## config.mk

```make
export PLATFORM = sky130hd
export DESIGN_NAME = bracket_match_scorer_top
export DESIGN_NICKNAME = d
export VERILOG_FILES = /design/src/sv/bms_pkg.sv /design/src/sv/bms_ctrl.sv /design/src/sv/bms_datapath.sv /design/src/sv/bracket_match_scorer_top.sv
export SDC_FILE = /design/constraint.sdc
export NUM_CORES = 1
export LEC_CHECK = 0
export BUFFER_PORTS_ARGS = -buffer_cell sky130_fd_sc_hd__buf_2
export CAP_MARGIN = 15
export CORE_UTILIZATION = 56
export CTS_BUF_LIST = sky130_fd_sc_hd__clkbuf_4 sky130_fd_sc_hd__clkbuf_8 sky130_fd_sc_hd__clkbuf_16
export DETAILED_ROUTE_END_ITERATION = 12
export GPL_TIMING_DRIVEN = 0
export HOLD_SLACK_MARGIN = 0.12
export PLACE_DENSITY = 0.79
export SLEW_MARGIN = 25
export SYNTH_ARGS = -nofsm -noshare
export SYNTH_HDL_FRONTEND = slang
export SYNTH_SLANG_ARGS = --single-unit
```

## constraint.sdc

```tcl
create_clock -name clk -period 4.46 [get_ports clk]
set_clock_uncertainty 0.1 [all_clocks]
set_input_delay 1.115 -clock clk [delete_from_list [all_inputs] [get_ports clk]]
set_output_delay 1.115 -clock clk [all_outputs]
set_load 0.01 [all_outputs]
```

## src/sv/bms_pkg.sv

```systemverilog
// Package for the bracket match scorer: payload structs, controller/datapath
// command and status structs, status codes and character decode functions.
// No dependencies.
package bms_pkg;

  localparam int CORRUPT_W  = 16;
  localparam int COMPLETE_W = 3;
  localparam int SCORE_W    = 64;
  localparam int DEPTH_W    = 7;
  localparam int CFG_IDX_W  = 3;
  localparam int NUM_KINDS  = 4;

  // line_status codes
  localparam logic [1:0] STATUS_BALANCED   = 2'd0;
  localparam logic [1:0] STATUS_INCOMPLETE = 2'd1;
  localparam logic [1:0] STATUS_CORRUPT    = 2'd2;
  localparam logic [1:0] STATUS_OVERFLOW   = 2'd3;

  // configuration register indexes
  localparam logic [CFG_IDX_W-1:0] REG_CORRUPT_PAREN   = 3'd0;
  localparam logic [CFG_IDX_W-1:0] REG_CORRUPT_SQUARE  = 3'd1;
  localparam logic [CFG_IDX_W-1:0] REG_CORRUPT_CURLY   = 3'd2;
  localparam logic [CFG_IDX_W-1:0] REG_CORRUPT_ANGLE   = 3'd3;
  localparam logic [CFG_IDX_W-1:0] REG_COMPLETE_PAREN  = 3'd4;
  localparam logic [CFG_IDX_W-1:0] REG_COMPLETE_SQUARE = 3'd5;
  localparam logic [CFG_IDX_W-1:0] REG_COMPLETE_CURLY  = 3'd6;
  localparam logic [CFG_IDX_W-1:0] REG_COMPLETE_ANGLE  = 3'd7;

  // bracket kinds
  localparam logic [1:0] KIND_PAREN  = 2'd0;
  localparam logic [1:0] KIND_SQUARE = 2'd1;
  localparam logic [1:0] KIND_CURLY  = 2'd2;
  localparam logic [1:0] KIND_ANGLE  = 2'd3;

  // ASCII codes
  localparam logic [7:0] CH_OPEN_PAREN   = 8'h28;
  localparam logic [7:0] CH_CLOSE_PAREN  = 8'h29;
  localparam logic [7:0] CH_OPEN_SQUARE  = 8'h5B;
  localparam logic [7:0] CH_CLOSE_SQUARE = 8'h5D;
  localparam logic [7:0] CH_OPEN_CURLY   = 8'h7B;
  localparam logic [7:0] CH_CLOSE_CURLY  = 8'h7D;
  localparam logic [7:0] CH_OPEN_ANGLE   = 8'h3C;
  localparam logic [7:0] CH_CLOSE_ANGLE  = 8'h3E;

  typedef struct packed {
    logic [7:0] char_code;
    logic       end_of_line;
  } in_item_t;

  typedef struct packed {
    logic [1:0]           line_status;
    logic [CORRUPT_W-1:0] corrupt_points;
    logic [SCORE_W-1:0]   completion_points;
    logic [DEPTH_W-1:0]   open_depth;
  } out_item_t;

  typedef struct packed {
    logic load;         // capture input item, read stack top
    logic exec;         // apply the character to the stack
    logic unwind_step;  // read next stack entry toward the bottom
    logic emit;         // load output register, clear line state
  } cmd_t;

  typedef struct packed {
    logic eol;
    logic need_unwind;
    logic unwind_busy;
    logic acc_pending;
    logic out_free;
  } status_t;

  typedef struct packed {
    logic       hit;
    logic [1:0] kind;
  } kind_t;

  function automatic kind_t decode_opener(input logic [7:0] ch);
    kind_t k;
    k.hit = 1'b1;
    case (ch)
      CH_OPEN_PAREN:  k.kind = KIND_PAREN;
      CH_OPEN_SQUARE: k.kind = KIND_SQUARE;
      CH_OPEN_CURLY:  k.kind = KIND_CURLY;
      CH_OPEN_ANGLE:  k.kind = KIND_ANGLE;
      default: begin
        k.hit  = 1'b0;
        k.kind = KIND_PAREN;
      end
    endcase
    return k;
  endfunction

  function automatic kind_t decode_closer(input logic [7:0] ch);
    kind_t k;
    k.hit = 1'b1;
    case (ch)
      CH_CLOSE_PAREN:  k.kind = KIND_PAREN;
      CH_CLOSE_SQUARE: k.kind = KIND_SQUARE;
      CH_CLOSE_CURLY:  k.kind = KIND_CURLY;
      CH_CLOSE_ANGLE:  k.kind = KIND_ANGLE;
      default: begin
        k.hit  = 1'b0;
        k.kind = KIND_PAREN;
      end
    endcase
    return k;
  endfunction

endpackage

```

## src/sv/bms_ctrl.sv

```systemverilog
// Controller state machine for the bracket match scorer.
// Depends on bms_pkg (cmd_t, status_t).
module bms_ctrl import bms_pkg::*; (
  input  logic    clk,
  input  logic    rst,
  input  logic    in_valid,
  output logic    in_stall,
  input  status_t stat,
  output cmd_t    cmd
);

  localparam logic [1:0] S_IDLE   = 2'd0;
  localparam logic [1:0] S_EXEC   = 2'd1;
  localparam logic [1:0] S_UNWIND = 2'd2;
  localparam logic [1:0] S_EMIT   = 2'd3;

  logic [1:0] state;
  logic [1:0] state_next;

  assign in_stall = (state != S_IDLE);

  always_comb begin
    state_next      = state;
    cmd             = '0;
    case (state)
      S_IDLE: begin
        if (in_valid) begin
          cmd.load   = 1'b1;
          state_next = S_EXEC;
        end
      end
      S_EXEC: begin
        cmd.exec = 1'b1;
        if (!stat.eol) begin
          state_next = S_IDLE;
        end else if (stat.need_unwind) begin
          state_next = S_UNWIND;
        end else begin
          state_next = S_EMIT;
        end
      end
      S_UNWIND: begin
        cmd.unwind_step = stat.unwind_busy;
        // wait for the last read to be folded into the score
        if (!stat.unwind_busy && !stat.acc_pending) begin
          state_next = S_EMIT;
        end
      end
      S_EMIT: begin
        if (stat.out_free) begin
          cmd.emit   = 1'b1;
          state_next = S_IDLE;
        end
      end
      default: begin
        state_next = S_IDLE;
      end
    endcase
  end

  always_ff @(posedge clk) begin
    if (rst) begin
      state <= S_IDLE;
    end else begin
      state <= state_next;
    end
  end

endmodule

```

## src/sv/bms_datapath.sv

```systemverilog
// Datapath for the bracket match scorer: closer stack memory, line state,
// completion accumulator, configuration registers and output register.
// Depends on bms_pkg.
module bms_datapath import bms_pkg::*; #(
  parameter int STACK_DEPTH = 64
) (
  input  logic                 clk,
  input  logic                 rst,
  input  cmd_t                 cmd,
  output status_t              stat,
  input  in_item_t             in_data,
  input  logic                 out_stall,
  output logic                 out_valid,
  output out_item_t            out_data,
  input  logic                 cfg_we,
  input  logic [CFG_IDX_W-1:0] cfg_index,
  input  logic [CORRUPT_W-1:0] cfg_data
);

  localparam int AW  = $clog2(STACK_DEPTH);
  localparam int SPW = $clog2(STACK_DEPTH + 1);
  localparam int DW  = (SPW > DEPTH_W) ? SPW : DEPTH_W;
  localparam int PW  = SCORE_W + 3;

  logic [CORRUPT_W-1:0]  cw [NUM_KINDS];
  logic [COMPLETE_W-1:0] kw [NUM_KINDS];

  logic [1:0]    mem [STACK_DEPTH];
  logic [1:0]    rd_data;
  logic [AW-1:0] rd_addr;
  logic          mem_we;

  logic [7:0]           ch;
  logic                 eol;
  logic [SPW-1:0]       sp;
  logic [SPW-1:0]       sp_next;
  logic                 corrupt;
  logic                 corrupt_next;
  logic                 ovf;
  logic                 ovf_next;
  logic [CORRUPT_W-1:0] fe;
  logic [CORRUPT_W-1:0] fe_next;
  logic [SPW-1:0]       cnt;
  logic                 acc_pending;
  logic [SCORE_W-1:0]   comp;

  logic [SPW-1:0] sp_dec;
  logic [SPW-1:0] cnt_dec;
  kind_t          op;
  kind_t          cl;
  logic [PW-1:0]  prod;
  logic [DW-1:0]  sp_ext;
  out_item_t      result;

  // configuration registers
  always_ff @(posedge clk) begin
    if (rst) begin
      cw[KIND_PAREN]  <= 16'd3;
      cw[KIND_SQUARE] <= 16'd57;
      cw[KIND_CURLY]  <= 16'd1197;
      cw[KIND_ANGLE]  <= 16'd25137;
      kw[KIND_PAREN]  <= 3'd1;
      kw[KIND_SQUARE] <= 3'd2;
      kw[KIND_CURLY]  <= 3'd3;
      kw[KIND_ANGLE]  <= 3'd4;
    end else if (cfg_we) begin
      case (cfg_index)
        REG_CORRUPT_PAREN:   cw[KIND_PAREN]  <= cfg_data;
        REG_CORRUPT_SQUARE:  cw[KIND_SQUARE] <= cfg_data;
        REG_CORRUPT_CURLY:   cw[KIND_CURLY]  <= cfg_data;
        REG_CORRUPT_ANGLE:   cw[KIND_ANGLE]  <= cfg_data;
        REG_COMPLETE_PAREN:  kw[KIND_PAREN]  <= cfg_data[COMPLETE_W-1:0];
        REG_COMPLETE_SQUARE: kw[KIND_SQUARE] <= cfg_data[COMPLETE_W-1:0];
        REG_COMPLETE_CURLY:  kw[KIND_CURLY]  <= cfg_data[COMPLETE_W-1:0];
        REG_COMPLETE_ANGLE:  kw[KIND_ANGLE]  <= cfg_data[COMPLETE_W-1:0];
        default: ;
      endcase
    end
  end

  assign sp_dec  = sp - 1'b1;
  assign cnt_dec = cnt - 1'b1;
  assign op      = decode_opener(ch);
  assign cl      = decode_closer(ch);

  // top of stack on load, next entry down while unwinding
  assign rd_addr = cmd.unwind_step ? cnt_dec[AW-1:0] : sp_dec[AW-1:0];

  always_ff @(posedge clk) begin
    if (mem_we) begin
      mem[sp[AW-1:0]] <= op.kind;
    end
    rd_data <= mem[rd_addr];
  end

  always_comb begin
    sp_next      = sp;
    corrupt_next = corrupt;
    ovf_next     = ovf;
    fe_next      = fe;
    mem_we       = 1'b0;
    if (!corrupt && !ovf) begin
      if (op.hit) begin
        if (sp == SPW'(STACK_DEPTH)) begin
          ovf_next = 1'b1;
        end else begin
          mem_we  = cmd.exec;
          sp_next = sp + 1'b1;
        end
      end else if (cl.hit) begin
        if ((sp != '0) && (rd_data == cl.kind)) begin
          sp_next = sp_dec;
        end else begin
          corrupt_next = 1'b1;
          fe_next      = cw[cl.kind];
        end
      end
    end
  end

  // comp*5 + digit, saturate when it leaves 64 bits
  assign prod = (PW'(comp) << 2) + PW'(comp) + PW'(kw[rd_data]);

  always_ff @(posedge clk) begin
    if (cmd.load) begin
      ch  <= in_data.char_code;
      eol <= in_data.end_of_line;
    end
    if (cmd.exec) begin
      comp <= '0;
    end else if (acc_pending) begin
      comp <= (prod[PW-1:SCORE_W] != '0) ? {SCORE_W{1'b1}} : prod[SCORE_W-1:0];
    end
  end

  always_ff @(posedge clk) begin
    if (rst) begin
      sp          <= '0;
      corrupt     <= 1'b0;
      ovf         <= 1'b0;
      fe          <= '0;
      cnt         <= '0;
      acc_pending <= 1'b0;
    end else begin
      acc_pending <= cmd.unwind_step;
      if (cmd.exec) begin
        sp      <= sp_next;
        corrupt <= corrupt_next;
        ovf     <= ovf_next;
        fe      <= fe_next;
        cnt     <= sp_next;
      end else if (cmd.unwind_step) begin
        cnt <= cnt_dec;
      end else if (cmd.emit) begin
        sp      <= '0;
        corrupt <= 1'b0;
        ovf     <= 1'b0;
        fe      <= '0;
      end
    end
  end

  assign sp_ext = DW'(sp);

  always_comb begin
    result                   = '0;
    result.open_depth        = (sp_ext > DW'(127)) ? 7'd127 : sp_ext[DEPTH_W-1:0];
    if (ovf) begin
      result.line_status     = STATUS_OVERFLOW;
    end else if (corrupt) begin
      result.line_status     = STATUS_CORRUPT;
      result.corrupt_points  = fe;
    end else if (sp == '0) begin
      result.line_status     = STATUS_BALANCED;
    end else begin
      result.line_status       = STATUS_INCOMPLETE;
      result.completion_points = comp;
    end
  end

  // output register: free when empty or being taken this cycle
  always_ff @(posedge clk) begin
    if (rst) begin
      out_valid <= 1'b0;
    end else if (cmd.emit) begin
      out_valid <= 1'b1;
    end else if (!out_stall) begin
      out_valid <= 1'b0;
    end
  end

  always_ff @(posedge clk) begin
    if (cmd.emit) begin
      out_data <= result;
    end
  end

  assign stat.eol         = eol;
  assign stat.need_unwind = !ovf_next && !corrupt_next && (sp_next != '0);
  assign stat.unwind_busy = (cnt != '0);
  assign stat.acc_pending = acc_pending;
  assign stat.out_free    = !out_valid || !out_stall;

endmodule

```

## src/sv/bracket_match_scorer_top.sv

```systemverilog
// Top level of the bracket match scorer: controller plus datapath.
// Depends on bms_pkg, bms_ctrl, bms_datapath.
//
//   Channel  Signals                          Moves
//   input    in_valid, in_stall, in_data      one character and end-of-line flag
//   output   out_valid, out_stall, out_data   one line result
//   config   cfg_we, cfg_index, cfg_data      one weight register write
//
// Each character is first captured, with the stack top read from the stack
// memory, and then pushed, popped or used to flag the line.
// At line end an incomplete line unwinds its stack one entry a cycle through
// the single memory read port; the output register is then loaded, once any
// previous result still stalled there has been taken.
// Reset is synchronous; the stack memory needs no clearing pass.
module bracket_match_scorer_top import bms_pkg::*; #(
  parameter int STACK_DEPTH = 64
) (
  input  logic                 clk,
  input  logic                 rst,
  input  logic                 in_valid,
  output logic                 in_stall,
  input  in_item_t             in_data,
  output logic                 out_valid,
  input  logic                 out_stall,
  output out_item_t            out_data,
  input  logic                 cfg_we,
  input  logic [CFG_IDX_W-1:0] cfg_index,
  input  logic [CORRUPT_W-1:0] cfg_data
);

  cmd_t    cmd;
  status_t stat;

  bms_ctrl u_ctrl (
    .clk      (clk),
    .rst      (rst),
    .in_valid (in_valid),
    .in_stall (in_stall),
    .stat     (stat),
    .cmd      (cmd)
  );

  bms_datapath #(
    .STACK_DEPTH (STACK_DEPTH)
  ) u_datapath (
    .clk       (clk),
    .rst       (rst),
    .cmd       (cmd),
    .stat      (stat),
    .in_data   (in_data),
    .out_stall (out_stall),
    .out_valid (out_valid),
    .out_data  (out_data),
    .cfg_we    (cfg_we),
    .cfg_index (cfg_index),
    .cfg_data  (cfg_data)
  );

endmodule

```

==> flow_summary.ini <==
[clocking]
cts-root-buf = clkbuf_16
cts_tree = yes
clkSinkCount = 404
cts_buffer_depth = 3
htree_levels = 2
path_clk_slew_ns = 0.06
cts_buffers = 42
cts_hold_buf = 0
clock_latency_ns = 0.58

[die]
core.rowCount = 70
die_area_um2 = 38500
die_h_um = 196
core-area_um2 = 36900
die_x_um = 196
start_util = 0.573
io_pins = 124

[placement]
gp_congestion = 0.948
dp_worst_setup_slack_ns = -0.744
io_buffers = 121
place_inst = 2539
dp_hpwl_mm = 35.6
postPlaceCellArea_um2 = 22500

[setup_path]
slowest_stage = mux4_2
cp_slowest_stage_delay_ns = 0.56
critPathCaptureType = flop
path_class = flop to flop
required_ns = 4.81
cp-start-kind = flop
cp_data_arrival_time_ns = 4.82
cp_top_family = compound AO/OA/AOI/OAI gates
worst-path-max-fanout = 6
path_buf_inv = 4
path_cells = mux4_2, inv_2, fa_2, inv_2, ha_4, a211o_1, a21oi_2, o21ai_2, a31o_2, a31oi_4, o41ai_4, a21o_1, or3_4, a21oi_4, buf_8, clkbuf_16, a21oi_2

[sta]
setup_viol = 2
period_share = 1.00
timing_hold_violations_final = 0
final.min_clock_period_ns = 4.46
max_freq_mhz = 224
slew_violations = 0
finalWorstSetupSlack_ns = -0.00380
fin_setup_tns_ns = -0.00476
maxSlewHeadroom = 0.398
rsz0062_at_grt = yes
tightest_slew_ns = 0.902
hold_slack_ns = 0.349

[routing]
routedWlPerCell_um = 19.5
drc_errors = 0
final_antenna_net_count = 0
first_pass_iters = 7
drtIter0Drc = 1253
vias = 15897
vias_per_cell = 6.04
wl_mm = 51.3

[layout]
diodes = 0
seqCellArea_um2 = 11100
syn2layout_area_growth_pct = 16.4
multi_input_comb_area_um2 = 9740
drive_gt1_frac = 0.178
instances_no_fill = 2630
nets = 2265
fin_util = 0.667
fill_cells = 2780
final_area_um2 = 24600

[yosys]
syn_inst = 1910
synth_seq_cells = 404
synth-xor-area-share = 0.0302
yosys.area_share.simple = 0.138
syn_area_per_cell_um2 = 11.1
synth_ff_type = edfxtp_1
yosysMostFrequentCell = edfxtp_1
ys_warn_count = 0
synth_mux_area_frac = 0.0601
synth_fa_ha_area_frac = 0.0800
yosysTopAreaCell = edfxtp_1
synth_compound_area_frac = 0.134
synth.distinct_cells = 75
mappedNetlistNets = 2077
synth_top_family_by_area = simple AND/OR/NAND/NOR gates
syn_area_um2 = 21100
yosysTopAreaCellShare = 0.429
ys_seq_area_frac = 0.526
async_flop_share = 0
synthTopCellsByCount = edfxtp_1, a21oi_1, o21ai_0, ha_1, nand2_1
synth_area_leaders = edfxtp_1, dfxtp_1, ha_1, a21oi_1, mux4_2
synth_edf_count = 302

[grt]
gr-usage-all-layers = 0.263
grt_pass1_vias = 15753
grt_max_degree = 57
overflow = 0
antenna_found_initial = 0
grt_pass1_wl_mm = 80.2

[power]
total_power_mw = 8.09
p_leak_nw = 9.74
powerDensity_nw_per_um2 = 329
ir_drop_uv = 347

[run]
maxCapViolCount = 0

[status]
status = complete, but fails checks
violations = negative setup slack

[worst_hold_path]
min_path_type = flop to flop
[path summary, 6_finish.rpt]
path | start | end | slack, ns | cells past startpoint
worst max-delay path | u_datapath.rd_data[0] | u_datapath.comp[22] | -0.004 | 17
worst min-delay path | u_datapath.fe[7] | u_datapath.fe[7] | 0.35 | 2
worst max register to register | u_datapath.rd_data[0] | u_datapath.comp[22] | -0.004 | 17
worst min register to register | u_datapath.fe[7] | u_datapath.fe[7] | 0.35 | 2
[report_power, final]
group          internal [mW]  switching (mW)
Combinational          0.148           0.328
Sequential              4.12          0.0473
Clock                   1.98            1.47
Total                   6.24            1.85
[final cells by class]
type,instances,share of cell area
Sequential cell,404,0.452
Multi-Input combinational cell,1340,0.396
Clock buffer,50,0.0468
Timing Repair Buffer,144,0.0408
Tap cell,504,0.0256
Buffer,122,0.0233
Clock inverter,22,0.00900
Inverter,44,0.00692
[layer usage]
| metal | vias up | track usage | part of all wire |
|---|---|---|---|
| met2 | 545 | 0.457 | 0.50 |
| met1 | 7717 | 0.335 | 0.41 |
| met5 | - | 0 | 0 |
| met3 | 110 | 0.0354 | 0.063 |
| met4 | 0 | 0.0995 | 0.029 |
| li1 | 7525 | - | - |
[kinds of logic (layout without fill, tap and decap cells)]
logic type                 Yosys count  in the layout
adders and majority gates          134            134
muxes                               83             83
AOI/OAI and AO/OA                  484            484
xor gates and xnor gates            73             73
DFF                                404            404
buffers and inverters              166            382
and+or+nand+nor                    566            566
[tightest hold or removal path, cell delays in order, from the launching register on]
cell and delay (ns):
dfxtp_1 0.31, nand2_1 0.05, a21oi_1 0.05
[registers in the layout (all words and copies together) (netlist names), named ones only]
name / count
u_ctrl.state: 1
u_datapath.acc_pending: 1
u_datapath.ch: 8
u_datapath.cnt: 7
u_datapath.comp: 64
u_datapath.corrupt: 1
u_datapath.cw: 64
u_datapath.eol: 1
u_datapath.fe: 16
u_datapath.kw: 12
u_datapath.mem: 128
u_datapath.out_data: 89
u_datapath.out_valid: 1
u_datapath.ovf: 1
u_datapath.rd_data: 2
u_datapath.sp: 7
[cells in the final DEF, fill, tap and decap left out, types with 39 or more instances in the layout]
cell type  netlist  layout
clkbuf_1       101     101
and3_1          73      73
nor2_1         121     121
inv_1           43      40
mux2i_1         47      47
nand3_1         39      39
a21oi_1        204     139
dfxtp_1        102     101
clkbuf_16        0      51
ha_1           132     131
nand2_1        127     126
a21oi_2          2      65
edfxtp_1       302     302
o21ai_0        133     132
buf_2            9     124
and2_1          63      63
[timing repair]
| item | 4_1_cts | 5_1_grt |
|---|---|---|
| cloned | 0 | 7 |
| endpoints found under the setup margin | 64 | 64 |
| setup buffers | 5 | 7 |
| resized for setup | 29 | 83 |
| hold endpoints to repair | 0 | 0 |
| pin swaps | 5 | 18 |
No activity file was read; power rests on OpenSTA's default activity.
